## src/rtl/cca_pkg.sv

```systemverilog
// Types, trigger codes and date helper functions for the calendar clock.
`timescale 1ns / 1ps

package cca_pkg;

	localparam int SEC_W   = 6;
	localparam int MIN_W   = 6;
	localparam int HOUR_W  = 5;
	localparam int WDAY_W  = 3;
	localparam int DAY_W   = 5;
	localparam int MONTH_W = 4;
	localparam int YEAR_W  = 16;
	localparam int TRIG_W  = 3;

	typedef logic [TRIG_W-1:0] cca_trig_t;

	localparam cca_trig_t TRIG_FIVE_SEC   = 3'd0;
	localparam cca_trig_t TRIG_TEN_MIN    = 3'd1;
	localparam cca_trig_t TRIG_THIRTY_MIN = 3'd2;
	localparam cca_trig_t TRIG_HOUR       = 3'd3;
	localparam cca_trig_t TRIG_DAY        = 3'd4;
	localparam cca_trig_t TRIG_MONTH      = 3'd5;
	localparam cca_trig_t TRIG_LOADED     = 3'd6;

	// multiplicative inverse of 25 modulo 2^16, and the largest product of a multiple
	localparam logic [YEAR_W-1:0] INV25     = 16'h5C29;
	localparam logic [YEAR_W-1:0] DIV25_MAX = 16'd2621;

	typedef struct packed {
		logic [YEAR_W-1:0]  year;
		logic [MONTH_W-1:0] month;
		logic [DAY_W-1:0]   day;
		logic [WDAY_W-1:0]  weekday;
		logic [HOUR_W-1:0]  hour;
		logic [MIN_W-1:0]   minute;
		logic [SEC_W-1:0]   second;
	} cca_time_t;

	localparam int TIME_W  = $bits(cca_time_t);
	localparam int TDATA_W = ((TIME_W + 7) / 8) * 8;

	function automatic logic [DAY_W-1:0] month_days(input logic [MONTH_W-1:0] month,
			input logic leap);
		logic [DAY_W-1:0] n;
		case (month)
			4'd4, 4'd6, 4'd9, 4'd11: n = 5'd30;
			4'd2:                    n = leap ? 5'd29 : 5'd28;
			default:                 n = 5'd31;
		endcase
		return n;
	endfunction

	// trigger for a minute count just reached by a second carry
	function automatic cca_trig_t minute_trig(input logic [MIN_W-1:0] m);
		cca_trig_t t;
		if (m == 6'd30 || m == 6'd60)
			t = TRIG_THIRTY_MIN;
		else if (m == 6'd10 || m == 6'd20 || m == 6'd40 || m == 6'd50)
			t = TRIG_TEN_MIN;
		else
			t = TRIG_FIVE_SEC;
		return t;
	endfunction

endpackage

```

## src/rtl/cca_leap.sv

```systemverilog
// Gregorian leap-year flag for a 16-bit year.
`timescale 1ns / 1ps

module cca_leap (
	input  logic [cca_pkg::YEAR_W-1:0] year,
	output logic                       leap
);

	logic [2*cca_pkg::YEAR_W-1:0] prod;
	logic                         div25;

	assign prod  = {{cca_pkg::YEAR_W{1'b0}}, year} *
		{{cca_pkg::YEAR_W{1'b0}}, cca_pkg::INV25};
	assign div25 = prod[cca_pkg::YEAR_W-1:0] <= cca_pkg::DIV25_MAX;
	assign leap  = (year[1:0] == 2'd0) && !(div25 && (year[3:0] != 4'd0));

endmodule

```

## src/rtl/cca_step.sv

```systemverilog
// Next-state logic: load with saturation, or one tick with the full date ripple.
`timescale 1ns / 1ps

module cca_step #(
	parameter int STEP_SECONDS = 5
) (
	input  cca_pkg::cca_time_t cur,
	input  logic               cur_leap,
	input  logic               op,
	input  cca_pkg::cca_time_t set,
	output cca_pkg::cca_time_t nxt,
	output cca_pkg::cca_trig_t trig
);

	logic [cca_pkg::SEC_W:0]     sec_sum;
	logic                        sec_wrap;
	logic [cca_pkg::MIN_W-1:0]   min_inc;
	logic                        min_wrap;
	logic [cca_pkg::HOUR_W-1:0]  hour_inc;
	logic                        hour_wrap;
	logic [cca_pkg::DAY_W:0]     day_a;
	logic                        day_wrap;
	logic                        month_wrap;
	logic [cca_pkg::DAY_W-1:0]   mdays;
	cca_pkg::cca_time_t          tick_t;
	cca_pkg::cca_time_t          load_t;
	cca_pkg::cca_trig_t          tick_trig;

	always_comb begin
		sec_sum   = {1'b0, cur.second} + (cca_pkg::SEC_W+1)'(STEP_SECONDS);
		sec_wrap  = sec_sum >= 7'd60;
		min_inc   = cur.minute + 6'd1;
		min_wrap  = sec_wrap && (min_inc >= 6'd60);
		hour_inc  = cur.hour + 5'd1;
		hour_wrap = min_wrap && (hour_inc >= 5'd24);
		mdays     = cca_pkg::month_days(cur.month, cur_leap);
		day_a     = {1'b0, cur.day} + {5'd0, hour_wrap};
		day_wrap  = day_a > {1'b0, mdays};
		month_wrap = day_wrap && (cur.month >= 4'd12);

		tick_t.second  = sec_wrap ? 6'd0 : sec_sum[cca_pkg::SEC_W-1:0];
		tick_t.minute  = min_wrap ? 6'd0 : (sec_wrap ? min_inc : cur.minute);
		tick_t.hour    = hour_wrap ? 5'd0 : (min_wrap ? hour_inc : cur.hour);
		if (hour_wrap)
			tick_t.weekday = (cur.weekday >= 3'd7) ? 3'd1 : cur.weekday + 3'd1;
		else
			tick_t.weekday = cur.weekday;
		tick_t.day     = day_wrap ? 5'd1 : day_a[cca_pkg::DAY_W-1:0];
		if (month_wrap)
			tick_t.month = 4'd1;
		else if (day_wrap)
			tick_t.month = cur.month + 4'd1;
		else
			tick_t.month = cur.month;
		tick_t.year    = month_wrap ? cur.year + 16'd1 : cur.year;

		if (day_wrap)
			tick_trig = cca_pkg::TRIG_MONTH;
		else if (hour_wrap)
			tick_trig = cca_pkg::TRIG_DAY;
		else if (min_wrap)
			tick_trig = cca_pkg::TRIG_HOUR;
		else if (sec_wrap)
			tick_trig = cca_pkg::minute_trig(min_inc);
		else
			tick_trig = cca_pkg::TRIG_FIVE_SEC;

		// saturate each loaded field to its range
		load_t.second  = (set.second > 6'd59) ? 6'd59 : set.second;
		load_t.minute  = (set.minute > 6'd59) ? 6'd59 : set.minute;
		load_t.hour    = (set.hour > 5'd23) ? 5'd23 : set.hour;
		load_t.weekday = (set.weekday == 3'd0) ? 3'd1 : set.weekday;
		load_t.day     = (set.day == 5'd0) ? 5'd1 : set.day;
		if (set.month == 4'd0)
			load_t.month = 4'd1;
		else if (set.month > 4'd12)
			load_t.month = 4'd12;
		else
			load_t.month = set.month;
		load_t.year    = set.year;

		nxt  = op ? load_t : tick_t;
		trig = op ? cca_pkg::TRIG_LOADED : tick_trig;
	end

endmodule

```

## src/rtl/calendar_clock_advance_unit.sv

```systemverilog
// Top level of the calendar clock advance unit.
// Path: a transaction passes the input register, then the result register, which is
// updated together with the clock state.
// Throughput: one transaction per cycle while m_tready holds, set by the combinational date ripple.
// Reset: pipeline empty, time 00:00:00, weekday 1, 1 January of year 0.
`timescale 1ns / 1ps

module calendar_clock_advance_unit #(
	parameter int STEP_SECONDS = 5
) (
	input  logic                        clk,
	input  logic                        arst_n,
	input  logic                        s_tvalid,
	output logic                        s_tready,
	// set_second, set_minute, set_hour, set_weekday, set_day, set_month, set_year, zero fill
	input  logic [cca_pkg::TDATA_W-1:0] s_tdata,
	// op
	input  logic [0:0]                  s_tuser,
	output logic                        m_tvalid,
	input  logic                        m_tready,
	// now_second, now_minute, now_hour, now_weekday, now_day, now_month, now_year, zero fill
	output logic [cca_pkg::TDATA_W-1:0] m_tdata,
	// trigger
	output logic [cca_pkg::TRIG_W-1:0]  m_tuser
);

	logic               valid_s1;
	logic               op_s1;
	cca_pkg::cca_time_t set_s1;
	logic               valid_s2;
	cca_pkg::cca_trig_t trig_s2;
	cca_pkg::cca_time_t now_q;
	logic               leap_q;
	logic               adv;
	cca_pkg::cca_time_t nxt;
	cca_pkg::cca_trig_t nxt_trig;
	logic               nxt_leap;

	assign adv      = valid_s1 && (!valid_s2 || m_tready);
	assign s_tready = !valid_s1 || adv;

	always_ff @(posedge clk or negedge arst_n) begin
		if (!arst_n) begin
			valid_s1 <= 1'b0;
		end else if (s_tvalid && s_tready) begin
			valid_s1 <= 1'b1;
		end else if (adv) begin
			valid_s1 <= 1'b0;
		end
	end

	always_ff @(posedge clk) begin
		if (s_tvalid && s_tready) begin
			op_s1  <= s_tuser[0];
			set_s1 <= cca_pkg::cca_time_t'(s_tdata[cca_pkg::TIME_W-1:0]);
		end
	end

	cca_step #(
		.STEP_SECONDS(STEP_SECONDS)
	) u_step (
		.cur      (now_q),
		.cur_leap (leap_q),
		.op       (op_s1),
		.set      (set_s1),
		.nxt      (nxt),
		.trig     (nxt_trig)
	);

	cca_leap u_leap (
		.year (nxt.year),
		.leap (nxt_leap)
	);

	always_ff @(posedge clk or negedge arst_n) begin
		if (!arst_n) begin
			valid_s2       <= 1'b0;
			trig_s2        <= cca_pkg::TRIG_FIVE_SEC;
			now_q.second   <= '0;
			now_q.minute   <= '0;
			now_q.hour     <= '0;
			now_q.weekday  <= 3'd1;
			now_q.day      <= 5'd1;
			now_q.month    <= 4'd1;
			now_q.year     <= '0;
			leap_q         <= 1'b1;
		end else if (adv) begin
			valid_s2 <= 1'b1;
			trig_s2  <= nxt_trig;
			now_q    <= nxt;
			leap_q   <= nxt_leap;
		end else if (m_tready) begin
			valid_s2 <= 1'b0;
		end
	end

	assign m_tvalid = valid_s2;
	assign m_tuser  = trig_s2;
	assign m_tdata  = {{(cca_pkg::TDATA_W-cca_pkg::TIME_W){1'b0}}, now_q};

endmodule

```

## config.mk

```make
export PLATFORM = sky130hd
export DESIGN_NAME = calendar_clock_advance_unit
export DESIGN_NICKNAME = d
export VERILOG_FILES = /design/src/rtl/cca_pkg.sv /design/src/rtl/cca_leap.sv /design/src/rtl/cca_step.sv /design/src/rtl/calendar_clock_advance_unit.sv
export SDC_FILE = /design/constraint.sdc
export NUM_CORES = 1
export LEC_CHECK = 0
export ABC_AREA = 1
export BUFFER_PORTS_ARGS = -buffer_cell sky130_fd_sc_hd__buf_2
export CORE_MARGIN = 10
export CORE_UTILIZATION = 52
export CTS_CLUSTER_SIZE = 8
export DETAILED_ROUTE_END_ITERATION = 12
export GPL_ROUTABILITY_DRIVEN = 0
export PLACE_DENSITY = 0.75
export SETUP_SLACK_MARGIN = 0.05
export SLEW_MARGIN = 20
export SYNTH_ARGS = -nofsm -noshare
export SYNTH_HDL_FRONTEND = slang
export SYNTH_SLANG_ARGS = --single-unit
```

## constraint.sdc

```tcl
create_clock -name clk -period 6.9 [get_ports clk]
set_input_delay 0.345 -clock clk [delete_from_list [all_inputs] [get_ports clk]]
set_output_delay 0.345 -clock clk [all_outputs]
set_load 0.05 [all_outputs]
```

After elaboration in Yosys (flattened, before gate mapping) --
Cells that the tools add are included.
Word-level totals: register bits after elaboration 97, bits of input ports 53, output and inout bits 53, logic and storage cells 113
Cells by class: add/sub/neg operators 7, multiply operators 1, order comparisons 11, eq/ne operators 11, muxes and demuxes 32, reductions and logical operators 32
Operator list (number):
- $mux W45 | 1
- $mux W6 | 5
- $mux W3 | 9
- $mux W5 | 5
- $eq A6 B6 Y1 const B | 3
- $add A16 B1 Y16 const B | 1
- $le A16 B12 Y1 const B | 1
- $mul A16 B15 Y16 const B | 1
- $mux W16 | 1
- $mux W4 | 4
- $eq A6 B5 Y1 const B | 2
- $gt A6 B6 Y1 const B | 2
- $pmux W5 S2 | 1
- $reduce_bool A3 Y1 | 3
- $eq A4 B3 Y1 const B | 2
- $eq A4 B4 Y1 const B | 2
- $reduce_and A2 Y1 | 4
- $add A6 B3 Y7 const B | 1
- $ge A7 B6 Y1 const B | 1
- $logic_and A1 B1 Y1 | 7
- $add A5 B1 Y6 | 1
- $add A6 B1 Y6 const B | 1
- $eq A6 B4 Y1 const B | 1
- $ge A6 B6 Y1 const B | 1
- other kinds (20) | 34

Depth between registers and ports, before layout --
word-level depth 14, gate-level depth with buffers 57, mapped depth without buffers 57

Cells and area by module --
Synthesis repeated with hierarchy kept, for this count alone.
Second synthesis, totals: cells, all modules 968, area, all modules 7537.2 um^2
Modules (own cells, without submodules):
- calendar_clock_advance_unit | times used 1, cells an instance 272, area an instance 3430.8 um^2, sequential area each 2662.6 um^2
- cca_step | times used 1, cells an instance 443, area an instance 2219.6 um^2, sequential area each 0.0 um^2
- cca_leap | times used 1, cells an instance 253, area an instance 1886.8 um^2, sequential area each 0.0 um^2

Worst setup path after synthesis --
OpenSTA, ideal clock, no wires.
path type register -> register, start reg now_q (netlist bit m_tdata[0]), end reg leap_q, setup time 0.076 ns, data arrival time 7.245 ns, required time 6.824 ns, slack -0.421 ns, stages on the path, launching flop included 46, path buffers 1, period minus slack after synthesis 7.321 ns, path through dfrtp_1 ha_1 or2_1 nand2_1 xor2_1 inv_1 nand4_1 nand2_1 inv_1 nor2_2 nand2_1 inv_1 ha_1 ha_1 ha_1 nand2_1 nand2_1 nand2_1 [... 10 more ...] ha_1 inv_1 fa_1 fa_1 inv_1 fa_1 ha_1 ha_1 a21oi_1 inv_1 nand2_1 nand2_1 nand3_1 nand2_1 nand3_1 nand3_1 nand2_1 nand2_1
RTL lines:
- from (decl) | line calendar_clock_advance_unit.sv:32 | cca_pkg::cca_time_t now_q;
- from (signal assigned) | line calendar_clock_advance_unit.sv:90 | now_q <= nxt;
- to (signal assigned) | line calendar_clock_advance_unit.sv:91 | leap_q <= nxt_leap;
- to (decl) | line calendar_clock_advance_unit.sv:33 | logic leap_q;

==> results.sh <==
export IMPL_fmax_mhz=143
export IMPL_synth_seq_cells=97
export IMPL_yosysSeqAreaShare_pct=39.1
export IMPL_cp_end_kind="flip-flop"
export IMPL_synth_cells=772
export IMPL_final_core_util_pct=70.8
export IMPL_die_x_um=134
export IMPL_synth_edf_count=46
export IMPL_area_growth_synth_to_final_pct=32.2
export IMPL_drive_above_1_share_pct=33.2
export IMPL_setup_tns_ps=-106
export IMPL_avgSynthCellArea_um2=8.82
export IMPL_slowest_delay_ps=540
export IMPL_htree_levels=3
export IMPL_slew_headroom_pct=33.8
export IMPL_synth_area_mux_share_pct=0.312
export IMPL_grt_total_usage_pct=18.8
export IMPL_violations="negative setup slack"
export IMPL_cp_max_fo=7
export IMPL_fill_cells=943
export IMPL_path_clk_slew_ps=70
export IMPL_synthArstFlopShare_pct=52.6
export IMPL_synth_ff_type="dfrtp_1"
export IMPL_criticalPathCategory="reg2reg"
export IMPL_placedCellCount=1094
export IMPL_drt_pass1_iter_count=5
export IMPL_drtIter0Drc=433
export IMPL_arrival_ps=7290
export IMPL_antenna_found_initial=0
export IMPL_cts_root_buffer="clkbuf_16"
export IMPL_worst_slew_pin_slew_ps=991
export IMPL_synth_top_family_by_area="simple AND/OR/NAND/NOR gates"
export IMPL_required_ps=7180
export IMPL_wl_per_cell_um=15.6
export IMPL_vias_per_cell=5.26
export IMPL_die_area_mm2=0.0181
export IMPL_netlist_area_mm2=0.00681
export IMPL_path_common_cell="nand2_1"
export IMPL_setup_viol=1
export IMPL_ios=106
export IMPL_skew_ps=9.21
export IMPL_grt_max_degree=52
export IMPL_hold_viol=0
export IMPL_synth_compound_area_share_pct=9.32
export IMPL_drv_slew=0
export IMPL_vias=5950
export IMPL_cts_sinks=97
export IMPL_fin_nets=1101
export IMPL_whs_ps=121
export IMPL_tritoncts="built"
export IMPL_dp_hpwl_mm=12.5
export IMPL_overflow=0
export IMPL_yosys_area_share_simple_pct=20.2
export IMPL_initial_utilization_pct=53.5
export IMPL_final_min_clock_period_ps=7010
export IMPL_core_mm2=0.0127
export IMPL_grt_pass1_wl_mm=27.7
export IMPL_status="complete, but fails checks"
export IMPL_rsz0062_at_grt="true"
export IMPL_fp_row_count=41
export IMPL_cpMaxStageDelayCell="fa_1"
export IMPL_drt_total_wl_mm=17.6
export IMPL_final_instance_count_excl_fill=1132
export IMPL_synth_cell_types=53
export IMPL_setup_slack_ps=-106
export IMPL_synthAdderAreaFrac_pct=19.1
export IMPL_worstSetupStartpointType="flip-flop"
export IMPL_final_period_utilization_pct=102
export IMPL_ys_warn_count=0
export IMPL_antenna_cells=0
export IMPL_cts_made_buffers=9
export IMPL_die_h_um=134
export IMPL_port_buffers=99
export IMPL_route_detailed_drc=0
export IMPL_ant_nets=0
export IMPL_grt_pass1_vias=5660
export IMPL_maxCapViolCount=0
export IMPL_cts_buffer_depth=2
export IMPL_clk_latency_ps=350
export IMPL_hold_path_class="in2async"
export IMPL_synth_xor_area_share_pct=3.99
repair_timing:
action	4_1_cts	5_1_grt
setup buffers	15	7
gates resized for setup	38	32
setup endpoints to repair	1	1
pin swaps	36	30
hold buffers	0	0
hold endpoints to repair	0	0
kinds of logic after synthesis:
kind of cell	Yosys count
buf+inv	139
flops	97
simple gates	302
compound gates	107
mux	2
fa+ha+maj	93
other cells	1
xor+xnor	31
per-stage QoR:
step	area (um^2)	worst slack [ps]
final	9000	-106
after global routing	9000	-548
after CTS	8760	-52.3
after detailed placement	8100	-303
after global placement	8100	-153
after floorplan	6980	77.1
layer usage:
metal,vias up,routed length (um),share of wire (%),GRT usage [%]
met4,0,238,1.4,4.23
met3,16,1290,7.3,5.64
met2,201,8410,48,30.1
met5,-,0,0,0
met1,2814,7700,44,24.4
li1,2919,-,-,-
final timing paths:
path                             startpoint  cells past startpoint          end  slack (ps)
worst max-delay path             m_tdata[0]                     47       leap_q        -110
worst min-delay path                 arst_n                      2  m_tdata[14]         120
worst max register to register   m_tdata[0]                     47       leap_q        -110
worst min register to register       leap_q                      2       leap_q         470
max in group asynchronous            arst_n                      2   m_tdata[1]        6260
min in group clk                s_tdata[28]                      1   set_s1[28]         160
final cells by class:
cell class / instances / area [um^2] / area share (%)
well taps: 172 / 215 / 2.39
clock inverters: 6 / 75.1 / 0.834
repair buffers: 187 / 1170 / 13.0
flip-flops and latches: 97 / 2670 / 29.6
clock buffers: 10 / 229 / 2.54
multi-input cells: 538 / 4180 / 46.4
inverters: 122 / 460 / 5.11
cell usage in the layout (no fill, tap or decap), types with 7 or more instances in the layout:
| master | instances |
|---|---|
| nor3_1 | 11 |
| ha_1 | 43 |
| inv_1 | 107 |
| nand2_2 | 13 |
| dfrtp_1 | 42 |
| ha_4 | 31 |
| or2_2 | 8 |
| nand2_1 | 143 |
| inv_2 | 12 |
| buf_2 | 99 |
| nor2_1 | 41 |
| xnor2_1 | 12 |
| buf_4 | 83 |
| clkbuf_16 | 9 |
| a21oi_1 | 23 |
| nand4_1 | 7 |
| xor2_1 | 18 |
| fa_1 | 17 |
| a31oi_1 | 13 |
| nand3_1 | 44 |
| o21ai_0 | 34 |
| edfxtp_1 | 46 |
sequential cells by signal, indices dropped and copies added (netlist names):
name	count
leap_q	1
m_tdata	45
m_tuser	3
m_tvalid	1
op_s1	1
set_s1	45
valid_s1	1
synthesized netlist by cell type, types with 2 or more instances:
library cell | count | area [um^2]
nand2_1 | 155 | 582
inv_1 | 115 | 432
ha_1 | 75 | 938
dfrtp_1 | 47 | 1180
nand3_1 | 47 | 235
edfxtp_1 | 46 | 1380
nor2_1 | 44 | 165
o21ai_0 | 39 | 195
a21oi_1 | 25 | 125
xor2_1 | 19 | 166
fa_1 | 18 | 360
a31oi_1 | 14 | 87.6
nor3_1 | 12 | 60.1
xnor2_1 | 12 | 105
clkbuf_1 | 11 | 41.3
or2_2 | 8 | 50.1
nand4_1 | 7 | 43.8
a22oi_1 | 6 | 45.0
inv_2 | 5 | 18.8
nor2_2 | 5 | 31.3
dfstp_2 | 4 | 105
o21ai_1 | 4 | 20.0
buf_4 | 3 | 22.5
nand2_2 | 3 | 18.8
nand3_2 | 3 | 30.0
nand4_2 | 3 | 37.5
nor2_4 | 3 | 33.8
nor4_1 | 3 | 18.8
o21a_1 | 3 | 22.5
or2_1 | 3 | 18.8
buf_1 | 2 | 7.51
clkinv_1 | 2 | 7.51
nand2_4 | 2 | 22.5
o21ai_2 | 2 | 17.5
o221ai_1 | 2 | 17.5
o22ai_1 | 2 | 12.5
o31ai_1 | 2 | 15.0
worst max-delay path, delay by kind of cell (launching register included):
| kind | cells | cell delay (ps) |
|---|---|---|
| xor gates and xnor gates | 1 | 160 |
| DFF | 1 | 400 |
| AOI/OAI and AO/OA | 3 | 430 |
| adders and majority gates | 10 | 3080 |
| and+or+nand+nor | 25 | 2270 |
| buffers and inverters | 8 | 610 |
Power is left out: the tool's default activity adds up to more than one toggle a clock period on the data nets, which glitch-free logic cannot reach.
